<file path="src/rtl/core/matte_tinted_pixel_blend_macros.svh">
// Assertion macros for the matte tinted pixel blend.
// Both macros sample on i_clk and are off while i_rst_n is low.
`ifndef MATTE_TINTED_PIXEL_BLEND_MACROS_SVH
`define MATTE_TINTED_PIXEL_BLEND_MACROS_SVH
`ifndef SYNTHESIS
// ante implies cons in the same cycle
`define MTPB_ASSERT_IMP(lbl, ante, cons) \
    lbl: assert property (@(posedge i_clk) disable iff (!i_rst_n) (ante) |-> (cons)) \
        else $error("mtpb: implication check failed");
// ante implies cons, checked after the delay given by lat
`define MTPB_ASSERT_LAT(lbl, ante, lat, cons) \
    lbl: assert property (@(posedge i_clk) disable iff (!i_rst_n) (ante) |-> ##lat (cons)) \
        else $error("mtpb: latency check failed");
`else
`define MTPB_ASSERT_IMP(lbl, ante, cons)
`define MTPB_ASSERT_LAT(lbl, ante, lat, cons)
`endif
`endif

</file>
<file path="src/rtl/core/mtpb_pkg.sv">
package mtpb_pkg;

    // channel geometry
    localparam int CH_BITS   = 8;
    localparam int NUM_LANES = 3;
    localparam logic [CH_BITS-1:0] CH_MAX = {CH_BITS{1'b1}};

    // opacity, Q16
    localparam int OPA_BITS = 17;
    localparam int OPA_FRAC = 16;
    localparam logic [OPA_BITS-1:0] OPA_ONE   = OPA_BITS'(1) << OPA_FRAC;
    localparam logic [OPA_BITS-1:0] OPA_HALF  = OPA_BITS'(1) << (OPA_FRAC - 1);
    localparam logic [OPA_BITS-1:0] OPA_RESET = OPA_HALF;

    // widths of the datapath
    localparam int PROD_W = 2 * CH_BITS;
    localparam int SP_W   = CH_BITS + OPA_BITS;
    localparam int NUM_W  = 3 * CH_BITS + 1;
    localparam int Q_W    = CH_BITS + 1;

    // channel sum is divided by MAX*MAX with rounding offset MAX*MAX/2
    localparam longint unsigned DEN   = longint'(CH_MAX) * longint'(CH_MAX);
    localparam longint unsigned HALF  = DEN / 2;
    // floor(2^NUM_W / DEN): quotient estimate is low by at most one
    localparam longint unsigned RECIP = (longint'(1) << NUM_W) / DEN;

    // blend modes
    localparam logic [2:0] MODE_OVER     = 3'd0;
    localparam logic [2:0] MODE_ADD      = 3'd1;
    localparam logic [2:0] MODE_SUB      = 3'd2;
    localparam logic [2:0] MODE_MULTIPLY = 3'd3;
    localparam logic [2:0] MODE_LIGHTEN  = 3'd4;
    localparam logic [2:0] MODE_DARKEN   = 3'd5;

    // configuration register indexes
    localparam int CFG_IDX_W  = 3;
    localparam int CFG_DATA_W = OPA_BITS;
    localparam logic [CFG_IDX_W-1:0] CFG_BLEND_MODE   = 3'd0;
    localparam logic [CFG_IDX_W-1:0] CFG_TINT_RED     = 3'd1;
    localparam logic [CFG_IDX_W-1:0] CFG_TINT_GREEN   = 3'd2;
    localparam logic [CFG_IDX_W-1:0] CFG_TINT_BLUE    = 3'd3;
    localparam logic [CFG_IDX_W-1:0] CFG_OPACITY      = 3'd4;
    localparam logic [CFG_IDX_W-1:0] CFG_INVERT_MATTE = 3'd5;

    typedef logic [NUM_LANES-1:0][CH_BITS-1:0] t_lanes;

    typedef struct packed {
        logic [CH_BITS-1:0] in_red;
        logic [CH_BITS-1:0] in_green;
        logic [CH_BITS-1:0] in_blue;
        logic [CH_BITS-1:0] in_alpha;
        logic [CH_BITS-1:0] matte_value;
    } t_pix_in;

    typedef struct packed {
        logic [CH_BITS-1:0] out_red;
        logic [CH_BITS-1:0] out_green;
        logic [CH_BITS-1:0] out_blue;
        logic [CH_BITS-1:0] out_alpha;
    } t_pix_out;

    typedef struct packed {
        logic [2:0]          blend_mode;
        logic [CH_BITS-1:0]  tint_red;
        logic [CH_BITS-1:0]  tint_green;
        logic [CH_BITS-1:0]  tint_blue;
        logic [OPA_BITS-1:0] opacity;
        logic                invert_matte;
    } t_cfg;

    // front end to mixer
    typedef struct packed {
        logic               valid;
        logic               zero;
        logic [CH_BITS-1:0] alpha;
        logic [CH_BITS-1:0] shadow;
        t_lanes             pix;
        t_lanes             opv;
    } t_fm;

    // mixer to divider
    typedef struct packed {
        logic                              valid;
        logic                              zero;
        logic [CH_BITS-1:0]                alpha;
        logic [NUM_LANES-1:0][NUM_W-1:0]   num;
    } t_md;

endpackage

</file>
<file path="src/rtl/core/mtpb_front.sv">
// Stages A and B: shadow level and blend op per lane.
module mtpb_front import mtpb_pkg::*; (
    input  logic    i_clk,
    input  logic    i_rst_n,
    input  logic    i_valid,
    input  t_pix_in i_pix,
    input  t_cfg    i_cfg,
    output t_fm     o_fm
);

    t_lanes in_pix;
    t_lanes tint;

    assign in_pix = {i_pix.in_blue, i_pix.in_green, i_pix.in_red};
    assign tint   = {i_cfg.tint_blue, i_cfg.tint_green, i_cfg.tint_red};

    // ---- stage A ----
    logic                              r_a_valid;
    logic                              r_a_zero;
    logic [CH_BITS-1:0]                r_a_alpha;
    t_lanes                            r_a_pix;
    logic [NUM_LANES-1:0][PROD_W-1:0]  r_a_prod;
    logic [SP_W-1:0]                   r_a_sp;

    logic                              n_a_zero;
    logic [NUM_LANES-1:0][PROD_W-1:0]  n_a_prod;
    logic [SP_W-1:0]                   n_a_sp;
    logic [CH_BITS-1:0]                matte;
    logic [CH_BITS-1:0]                base;
    logic [OPA_BITS-1:0]               opa;

    always_comb begin
        matte    = i_cfg.invert_matte ? (CH_MAX - i_pix.matte_value) : i_pix.matte_value;
        base     = (matte == '0) ? CH_MAX : (CH_MAX - matte);
        opa      = (i_cfg.opacity > OPA_ONE) ? OPA_ONE : i_cfg.opacity;
        n_a_sp   = SP_W'(base) * SP_W'(opa);
        n_a_zero = (i_pix.in_alpha == '0);
        for (int i = 0; i < NUM_LANES; i++) begin
            n_a_prod[i] = PROD_W'(in_pix[i]) * PROD_W'(tint[i]);
        end
    end

    always_ff @(posedge i_clk) begin
        if (!i_rst_n) begin
            r_a_valid <= 1'b0;
        end else begin
            r_a_valid <= i_valid;
        end
    end

    always_ff @(posedge i_clk) begin
        r_a_zero  <= n_a_zero;
        r_a_alpha <= i_pix.in_alpha;
        r_a_pix   <= in_pix;
        r_a_prod  <= n_a_prod;
        r_a_sp    <= n_a_sp;
    end

    // ---- stage B ----
    logic               r_b_valid;
    logic               r_b_zero;
    logic [CH_BITS-1:0] r_b_alpha;
    logic [CH_BITS-1:0] r_b_shadow;
    t_lanes             r_b_pix;
    t_lanes             r_b_opv;

    logic [SP_W-1:0]          sp_rnd;
    logic [SP_W-OPA_FRAC-1:0] sh_wide;
    logic [CH_BITS-1:0]       n_b_shadow;
    t_lanes                   n_b_opv;

    always_comb begin
        logic [CH_BITS:0]   sum;
        logic [PROD_W:0]    mdiv;
        logic [CH_BITS-1:0] mres;
        sp_rnd     = r_a_sp + SP_W'(OPA_HALF);
        sh_wide    = sp_rnd[SP_W-1:OPA_FRAC];
        n_b_shadow = (sh_wide > (SP_W-OPA_FRAC)'(CH_MAX)) ? CH_MAX : sh_wide[CH_BITS-1:0];
        for (int i = 0; i < NUM_LANES; i++) begin
            sum  = {1'b0, r_a_pix[i]} + {1'b0, tint[i]};
            // floor(x / MAX) = (x + 1 + (x >> CH_BITS)) >> CH_BITS for x <= MAX*MAX
            mdiv = {1'b0, r_a_prod[i]} + (PROD_W+1)'(1)
                 + (PROD_W+1)'(r_a_prod[i][PROD_W-1:CH_BITS]);
            mres = mdiv[CH_BITS +: CH_BITS];
            unique case (i_cfg.blend_mode)
                MODE_ADD:      n_b_opv[i] = sum[CH_BITS] ? CH_MAX : sum[CH_BITS-1:0];
                MODE_SUB:      n_b_opv[i] = (r_a_pix[i] > tint[i]) ?
                                            (r_a_pix[i] - tint[i]) : '0;
                MODE_MULTIPLY: n_b_opv[i] = mres;
                MODE_LIGHTEN:  n_b_opv[i] = (r_a_pix[i] > tint[i]) ? r_a_pix[i] : tint[i];
                MODE_DARKEN:   n_b_opv[i] = (r_a_pix[i] < tint[i]) ? r_a_pix[i] : tint[i];
                default:       n_b_opv[i] = tint[i];   // over, and unused codes
            endcase
        end
    end

    always_ff @(posedge i_clk) begin
        if (!i_rst_n) begin
            r_b_valid <= 1'b0;
        end else begin
            r_b_valid <= r_a_valid;
        end
    end

    always_ff @(posedge i_clk) begin
        r_b_zero   <= r_a_zero;
        r_b_alpha  <= r_a_alpha;
        r_b_shadow <= n_b_shadow;
        r_b_pix    <= r_a_pix;
        r_b_opv    <= n_b_opv;
    end

    assign o_fm = '{valid:  r_b_valid,
                    zero:   r_b_zero,
                    alpha:  r_b_alpha,
                    shadow: r_b_shadow,
                    pix:    r_b_pix,
                    opv:    r_b_opv};

endmodule

</file>
<file path="src/rtl/core/mtpb_mix.sv">
// Stages C and D: numerator pix*(MAX-sh)*MAX + sh*alpha*op + MAX*MAX/2.
module mtpb_mix import mtpb_pkg::*; (
    input  logic i_clk,
    input  logic i_rst_n,
    input  t_fm  i_fm,
    output t_md  o_md
);

    // ---- stage C ----
    logic                              r_c_valid;
    logic                              r_c_zero;
    logic [CH_BITS-1:0]                r_c_alpha;
    logic [NUM_LANES-1:0][PROD_W-1:0]  r_c_t1;
    logic [PROD_W-1:0]                 r_c_t2;
    t_lanes                            r_c_opv;

    logic [NUM_LANES-1:0][PROD_W-1:0]  n_c_t1;
    logic [PROD_W-1:0]                 n_c_t2;
    logic [CH_BITS-1:0]                keep;

    always_comb begin
        keep   = CH_MAX - i_fm.shadow;
        n_c_t2 = PROD_W'(i_fm.shadow) * PROD_W'(i_fm.alpha);
        for (int i = 0; i < NUM_LANES; i++) begin
            n_c_t1[i] = PROD_W'(i_fm.pix[i]) * PROD_W'(keep);
        end
    end

    always_ff @(posedge i_clk) begin
        if (!i_rst_n) begin
            r_c_valid <= 1'b0;
        end else begin
            r_c_valid <= i_fm.valid;
        end
    end

    always_ff @(posedge i_clk) begin
        r_c_zero  <= i_fm.zero;
        r_c_alpha <= i_fm.alpha;
        r_c_t1    <= n_c_t1;
        r_c_t2    <= n_c_t2;
        r_c_opv   <= i_fm.opv;
    end

    // ---- stage D ----
    logic                             r_d_valid;
    logic                             r_d_zero;
    logic [CH_BITS-1:0]               r_d_alpha;
    logic [NUM_LANES-1:0][NUM_W-1:0]  r_d_num;

    logic [NUM_LANES-1:0][NUM_W-1:0]  n_d_num;

    always_comb begin
        for (int i = 0; i < NUM_LANES; i++) begin
            // t1*MAX as shift and subtract
            n_d_num[i] = (NUM_W'(r_c_t1[i]) << CH_BITS) - NUM_W'(r_c_t1[i])
                       + NUM_W'(r_c_t2) * NUM_W'(r_c_opv[i])
                       + NUM_W'(HALF);
        end
    end

    always_ff @(posedge i_clk) begin
        if (!i_rst_n) begin
            r_d_valid <= 1'b0;
        end else begin
            r_d_valid <= r_c_valid;
        end
    end

    always_ff @(posedge i_clk) begin
        r_d_zero  <= r_c_zero;
        r_d_alpha <= r_c_alpha;
        r_d_num   <= n_d_num;
    end

    assign o_md = '{valid: r_d_valid,
                    zero:  r_d_zero,
                    alpha: r_d_alpha,
                    num:   r_d_num};

endmodule

</file>
<file path="src/rtl/core/mtpb_div.sv">
// Stages E and F: divide by MAX*MAX via reciprocal, correct, clamp.
module mtpb_div import mtpb_pkg::*; (
    input  logic     i_clk,
    input  logic     i_rst_n,
    input  t_md      i_md,
    output logic     o_strobe,
    output t_pix_out o_result
);

    // ---- stage E: quotient estimate, low by at most one ----
    logic                             r_e_valid;
    logic                             r_e_zero;
    logic [CH_BITS-1:0]               r_e_alpha;
    logic [NUM_LANES-1:0][NUM_W-1:0]  r_e_num;
    logic [NUM_LANES-1:0][Q_W-1:0]    r_e_q;

    logic [NUM_LANES-1:0][Q_W-1:0]    n_e_q;

    always_comb begin
        logic [2*NUM_W-1:0] prod;
        for (int i = 0; i < NUM_LANES; i++) begin
            prod     = (2*NUM_W)'(i_md.num[i]) * (2*NUM_W)'(RECIP);
            n_e_q[i] = prod[NUM_W +: Q_W];
        end
    end

    always_ff @(posedge i_clk) begin
        if (!i_rst_n) begin
            r_e_valid <= 1'b0;
        end else begin
            r_e_valid <= i_md.valid;
        end
    end

    always_ff @(posedge i_clk) begin
        r_e_zero  <= i_md.zero;
        r_e_alpha <= i_md.alpha;
        r_e_num   <= i_md.num;
        r_e_q     <= n_e_q;
    end

    // ---- stage F: remainder fix-up, clamp, transparent force ----
    logic     r_f_valid;
    t_pix_out r_f_res;

    t_lanes   n_f_ch;
    t_pix_out n_f_res;

    always_comb begin
        logic [NUM_W-1:0] rem;
        logic [Q_W-1:0]   q;
        for (int i = 0; i < NUM_LANES; i++) begin
            rem = r_e_num[i] - NUM_W'(r_e_q[i]) * NUM_W'(DEN);
            q   = r_e_q[i] + Q_W'(rem >= NUM_W'(DEN));
            if (r_e_zero) begin
                n_f_ch[i] = '0;
            end else if (q > Q_W'(CH_MAX)) begin
                n_f_ch[i] = CH_MAX;
            end else begin
                n_f_ch[i] = q[CH_BITS-1:0];
            end
        end
        n_f_res = '{out_red:   n_f_ch[0],
                    out_green: n_f_ch[1],
                    out_blue:  n_f_ch[2],
                    out_alpha: r_e_alpha};
    end

    always_ff @(posedge i_clk) begin
        if (!i_rst_n) begin
            r_f_valid <= 1'b0;
        end else begin
            r_f_valid <= r_e_valid;
        end
    end

    always_ff @(posedge i_clk) begin
        r_f_res <= n_f_res;
    end

    assign o_strobe = r_f_valid;
    assign o_result = r_f_res;

endmodule

</file>
<file path="src/rtl/core/matte_tinted_pixel_blend.sv">
// Matte tinted pixel blend. Takes one RGBA pixel plus its matte sample per
// clock while busy is low and returns one blended pixel per item, through
// stages A to F, on o_result with o_strobe high for exactly one cycle. The
// path is a fixed six-stage pipeline (shadow and blend op, numerator,
// reciprocal divide by MAX*MAX with a one-step fix-up), so one pixel per
// clock is sustained and results leave in input order. The receiver cannot
// stall: results must be taken the cycle they appear. busy is set in reset,
// cleared when an edge samples i_rst_n high. Configuration registers are
// written through a plain write port (enable, index, data; indexes beyond
// the list are dropped) and must only change while no pixel is in flight,
// since the pipeline reads them live at several stages.
`include "matte_tinted_pixel_blend_macros.svh"

module matte_tinted_pixel_blend import mtpb_pkg::*; (
    input  logic                  i_clk,
    input  logic                  i_rst_n,
    // pixel in
    input  logic                  start,
    output logic                  busy,
    input  t_pix_in               i_pix,
    // result out
    output logic                  o_strobe,
    output t_pix_out              o_result,
    // configuration
    input  logic                  i_cfg_we,
    input  logic [CFG_IDX_W-1:0]  i_cfg_idx,
    input  logic [CFG_DATA_W-1:0] i_cfg_data
);

    localparam int PIPE_LAT = 6;    // accept edge to strobe sampled

    // ------------------------------------------------------------------
    // Control: busy only covers reset recovery; the pipe never backs up.
    // ------------------------------------------------------------------
    logic r_busy;
    logic accept;

    always_ff @(posedge i_clk) begin
        if (!i_rst_n) begin
            r_busy <= 1'b1;
        end else begin
            r_busy <= 1'b0;
        end
    end

    assign busy   = r_busy;
    assign accept = start && !r_busy;

    // ------------------------------------------------------------------
    // Configuration registers
    // ------------------------------------------------------------------
    t_cfg r_cfg;
    t_cfg n_cfg;

    always_comb begin
        n_cfg = r_cfg;
        if (i_cfg_we) begin
            unique case (i_cfg_idx)
                CFG_BLEND_MODE:   n_cfg.blend_mode   = i_cfg_data[2:0];
                CFG_TINT_RED:     n_cfg.tint_red     = i_cfg_data[CH_BITS-1:0];
                CFG_TINT_GREEN:   n_cfg.tint_green   = i_cfg_data[CH_BITS-1:0];
                CFG_TINT_BLUE:    n_cfg.tint_blue    = i_cfg_data[CH_BITS-1:0];
                CFG_OPACITY:      n_cfg.opacity      = i_cfg_data[OPA_BITS-1:0];
                CFG_INVERT_MATTE: n_cfg.invert_matte = i_cfg_data[0];
                default:          n_cfg = r_cfg;   // unmapped index, dropped
            endcase
        end
    end

    always_ff @(posedge i_clk) begin
        if (!i_rst_n) begin
            r_cfg <= '{blend_mode:   MODE_OVER,
                       tint_red:     CH_MAX,
                       tint_green:   CH_MAX,
                       tint_blue:    CH_MAX,
                       opacity:      OPA_RESET,
                       invert_matte: 1'b0};
        end else begin
            r_cfg <= n_cfg;
        end
    end

    // ------------------------------------------------------------------
    // Datapath
    //   A/B: matte -> shadow level (Q16 round), blend op per channel
    //   C/D: pix*(MAX-sh)*MAX + sh*alpha*op + MAX*MAX/2
    //   E/F: quotient by MAX*MAX, clamp, zero-alpha force, result beat
    // ------------------------------------------------------------------
    t_fm fm;
    t_md md;

    mtpb_front u_front (
        .i_clk   (i_clk),
        .i_rst_n (i_rst_n),
        .i_valid (accept),
        .i_pix   (i_pix),
        .i_cfg   (r_cfg),
        .o_fm    (fm)
    );

    mtpb_mix u_mix (
        .i_clk   (i_clk),
        .i_rst_n (i_rst_n),
        .i_fm    (fm),
        .o_md    (md)
    );

    mtpb_div u_div (
        .i_clk    (i_clk),
        .i_rst_n  (i_rst_n),
        .i_md     (md),
        .o_strobe (o_strobe),
        .o_result (o_result)
    );

    // ------------------------------------------------------------------
    // Checks
    // ------------------------------------------------------------------
    // every accepted beat comes out as an o_strobe beat
    `MTPB_ASSERT_LAT(a_beat_out, accept, PIPE_LAT, o_strobe)
    // no result beat without an accepted beat behind it
    `MTPB_ASSERT_IMP(a_no_stray, o_strobe, $past(start && !busy && i_rst_n, PIPE_LAT))
    // a transparent pixel leaves as all zero
    `MTPB_ASSERT_IMP(a_clear_px, o_strobe && (o_result.out_alpha == '0), o_result == '0)

endmodule
</file>
<file path="config.mk">
export PLATFORM = sky130hd
export DESIGN_NAME = matte_tinted_pixel_blend
export DESIGN_NICKNAME = d
export VERILOG_FILES = /design/src/rtl/core/mtpb_pkg.sv /design/src/rtl/core/mtpb_front.sv /design/src/rtl/core/mtpb_mix.sv /design/src/rtl/core/mtpb_div.sv /design/src/rtl/core/matte_tinted_pixel_blend.sv
export VERILOG_INCLUDE_DIRS = /design/src /design/src/rtl/core
export SDC_FILE = /design/constraint.sdc
export NUM_CORES = 2
export LEC_CHECK = 0
export BUFFER_PORTS_ARGS = -buffer_cell sky130_fd_sc_hd__buf_2
export CAP_MARGIN = 30
export CORE_UTILIZATION = 60
export DETAILED_ROUTE_END_ITERATION = 10
export PLACE_DENSITY = 0.75
export SYNTH_ARGS = -nofsm -noshare
export SYNTH_HDL_FRONTEND = slang
export SYNTH_HIERARCHICAL = 1
export SYNTH_SLANG_ARGS = --single-unit
</file>
<file path="constraint.sdc">
create_clock -name i_clk -period 8.2 [get_ports i_clk]
set_input_delay 1.23 -clock i_clk [delete_from_list [all_inputs] [get_ports i_clk]]
set_output_delay 1.23 -clock i_clk [all_outputs]
set_load 0.01 [all_outputs]
</file>
==> impl_metrics.tcl <==
set metrics [dict create \
    status "completed" \
    cp.arrival_ns 7.50 \
    ys_seq_area_frac 0.168 \
    relSlewSlack 0.265 \
    cts.reportedPaths.clkPinSlew_ns 0.06 \
    finalCritPeriodShare 0.853 \
    clockBufferDepth 3 \
    yosysUniqueCellTypes 115 \
    synth_nets 8742 \
    grt_pass1_vias 48400 \
    clk_latency_ns 0.68 \
    ys_warn_count 6 \
    postSynthAreaPerCell_sq_um 9.09 \
    slowest_stage "fa_1" \
    maxCapViolCount 0 \
    final-setup-viol-count 0 \
    fillers 8586 \
    holdBufCountCts 0 \
    cts_buffers 60 \
    wirelength_um 144000 \
    drive_gt1_frac 0.0472 \
    die_w_um 327 \
    num_io_pins 98 \
    fin_crit_ns 6.99 \
    dr.pass1.iters 5 \
    setup_tns_ns 0 \
    cts_tree "built" \
    synth_top_area_frac 0.251 \
    row_count 118 \
    crit_path_end_kind "flip-flop" \
    synth_edf_count 0 \
    hold_viol_final 0 \
    die_area_sq_mm 0.107 \
    core_area_sq_mm 0.104 \
    finClkSkew_ns 0.0313 \
    crit_type "flip-flop to flip-flop" \
    remaining_drc_errors 0 \
    io_buffer_count 97 \
    critPathMaxFanout 8 \
    syn-cell-area_sq_mm 0.0633 \
    clock.fmax_mhz 143 \
    n_antenna_cell 0 \
    multi_input_area_sq_mm 0.0468 \
    syn_inst 6957 \
    rsz0062_at_grt "false" \
    syn_to_final_growth_pct 6.15 \
    nets 8752 \
    tightest_slew_ns 1.10 \
    htree_levels 2 \
    regArea_sq_mm 0.0107 \
    ant_nets 0 \
    cp_slowest_stage_delay_ns 0.58 \
    cts_setup_buffers 0 \
    slew_viol_final 0 \
    initial_core_util 0.608 \
    start_kind "flip-flop" \
    wl_per_cell_um 17.1 \
    yosysTopAreaCell "fa_1" \
    grt_first_pass_wirelength_um 238000 \
    ys_seq_elements 532 \
    crit_chain "inv_1 -> fa_1 -> inv_1 -> fa_1 -> fa_1 -> inv_1 -> ha_1 -> fa_1 -> inv_1 -> ha_1 -> a21o_1 -> a21oi_1 -> o21ai_0 -> nor4_1 -> nand4_1 -> or4_1 -> or4_1 -> ha_1 -> ha_1 -> and3_1 -> nand3_1 -> xnor2_1 -> a21oi_1" \
    grt-ovfl-total 0 \
    gp_congestion 0.921 \
    cts_resized 0 \
    antenna_found_initial 0 \
    critPathRequiredTime_ns 8.71 \
    die_y_um 327 \
    synth_area_leaders "fa_1 (25%), ha_1 (18%), dfxtp_1 (17%), inv_1 (7.9%), nand2_1 (3.9%)" \
    dp.final_hpwl_um 115000 \
    grt_max_degree 78 \
    hold_class "flip-flop to flip-flop" \
    async_reset_ff_frac 0 \
    vias_per_cell 5.55 \
    root_buffer "clkbuf_16" \
    clock_sinks 532 \
    drt_iter0_drc 2757 \
    grt_use_total 0.272 \
    vias 46600 \
    synthFlopType "dfxtp_1" \
]
-- worst max-delay path, delay by kind of cell, from the launching register on --
| kind | cells | cell delay [ns] |
|---|---|---|
| xor gates and xnor gates | 1 | 0.30 |
| DFF | 1 | 0.55 |
| and+or+nand+nor | 6 | 1.71 |
| adders and majority gates | 8 | 3.23 |
| buffers and inverters | 4 | 0.38 |
| AOI/OAI and AO/OA | 4 | 0.69 |
-- cell usage in the layout, fill, tap and decap left out, drive strengths merged, types with 18 or more instances in the layout --
master / n
mux2i: 72
a31oi: 33
clkbuf: 73
a2111oi: 24
inv: 1352
nor4: 18
a21oi: 270
nand4: 43
o21a: 42
a21o: 85
and2: 367
a211oi: 25
o21bai: 24
o31ai: 21
nor2: 237
buf: 135
nor3: 62
xnor2: 213
dfxtp: 532
o21ai: 154
nand3: 73
or3: 21
ha: 927
nand2b: 127
fa: 794
o211ai: 31
or2: 20
o22ai: 30
o2111ai: 18
nor2b: 172
nand2: 649
and3: 34
xor2: 96
-- cells by family after synthesis --
group                    Yosys count  synth area share
AND/OR/NAND/NOR                 1878             0.151
adder cells (fa/ha/maj)         1723             0.435
multiplexers                      77            0.0123
XOR/XNOR                         309            0.0428
flip-flops                       532             0.168
AO/OA/AOI/OAI                    913            0.0986
buffers and inverters           1525            0.0924
-- per-layer routing --
layer  track usage  vias up  part of all wire
li1              -    22300                 -
met4         0.101        0             0.036
met5             0        -                 0
met3        0.0296      289             0.050
met1         0.353    22800              0.43
met2         0.469     1278              0.48
-- Yosys cell counts (11+ instances only) --
cell type / number
o21ai_0: 144
o2111ai_1: 18
inv_1: 1336
and3_1: 34
xor2_1: 96
o22ai_1: 29
or3_1: 19
a21boi_0: 12
nand2b_1: 126
nand4_1: 43
nand2_1: 649
and2_1: 366
mux2i_1: 71
nor2b_1: 171
a2111oi_0: 16
a21oi_1: 262
o31ai_1: 18
o211ai_1: 29
nor4_1: 18
or2_2: 17
a211oi_1: 22
o21bai_1: 22
buf_2: 11
nand3_1: 72
o21a_1: 41
ha_1: 927
clkbuf_1: 156
a31oi_1: 32
xnor2_1: 213
fa_1: 794
nor2_1: 235
nor3_1: 61
a311oi_1: 11
a21o_1: 82
dfxtp_1: 532
-- area by class of cell --
cell class | count | share of cell area
Clock buffer | 73 | 0.0240
Clock inverter | 40 | 0.00786
Inverter | 1338 | 0.0748
Multi-Input combinational cell | 4900 | 0.696
Sequential cell | 532 | 0.159
Tap cell | 1380 | 0.0257
Timing Repair Buffer | 135 | 0.0127
-- path summary, 6_finish.rpt --
path | start | end | slack [ns] | cells after the start
hold reg to reg | u_mix/r_d_alpha[6] | u_div/r_e_alpha[6] | 0.31 | 0
setup reg to reg | u_div/r_e_q[24] | u_div/o_result[15] | 1.21 | 23
setup / recovery | u_div/r_e_q[24] | u_div/o_result[15] | 1.21 | 23
hold / removal | u_mix/r_d_alpha[6] | u_div/r_e_alpha[6] | 0.31 | 0
-- sequential cells by signal, indices dropped and copies added (netlist names), 10 cells and up --
name	flops
u_div/r_e_q	27
u_front/r_a_prod	48
r_cfg	45
u_div/r_e_num	75
u_mix/r_c_opv	24
u_front/r_a_pix	24
u_mix/r_c_t1	48
u_front/o_fm	48
u_front/r_a_sp	10
u_div/o_result	32
u_mix/r_c_t2	16
u_mix/o_md	75
-- metrics by stage --
stage | instance area, sq um | hold slack [ns] | std cells | setup WS [ns] | util
detailed placement | 65000 | 0.312 | 8285 | 1.19 | 0.625
finish | 67200 | 0.306 | 8398 | 1.21 | 0.645
global placement | 64900 | 0.310 | 8279 | 1.32 | 0.623
CTS | 67200 | 0.317 | 8398 | 1.18 | 0.645
floorplan | 63300 | 0.310 | 6957 | 1.82 | -
global route | 67200 | 0.322 | 8398 | 0.728 | 0.645
Power is left out: the tool's default activity adds up to more than one toggle a clock period on the data nets, which glitch-free logic cannot reach.
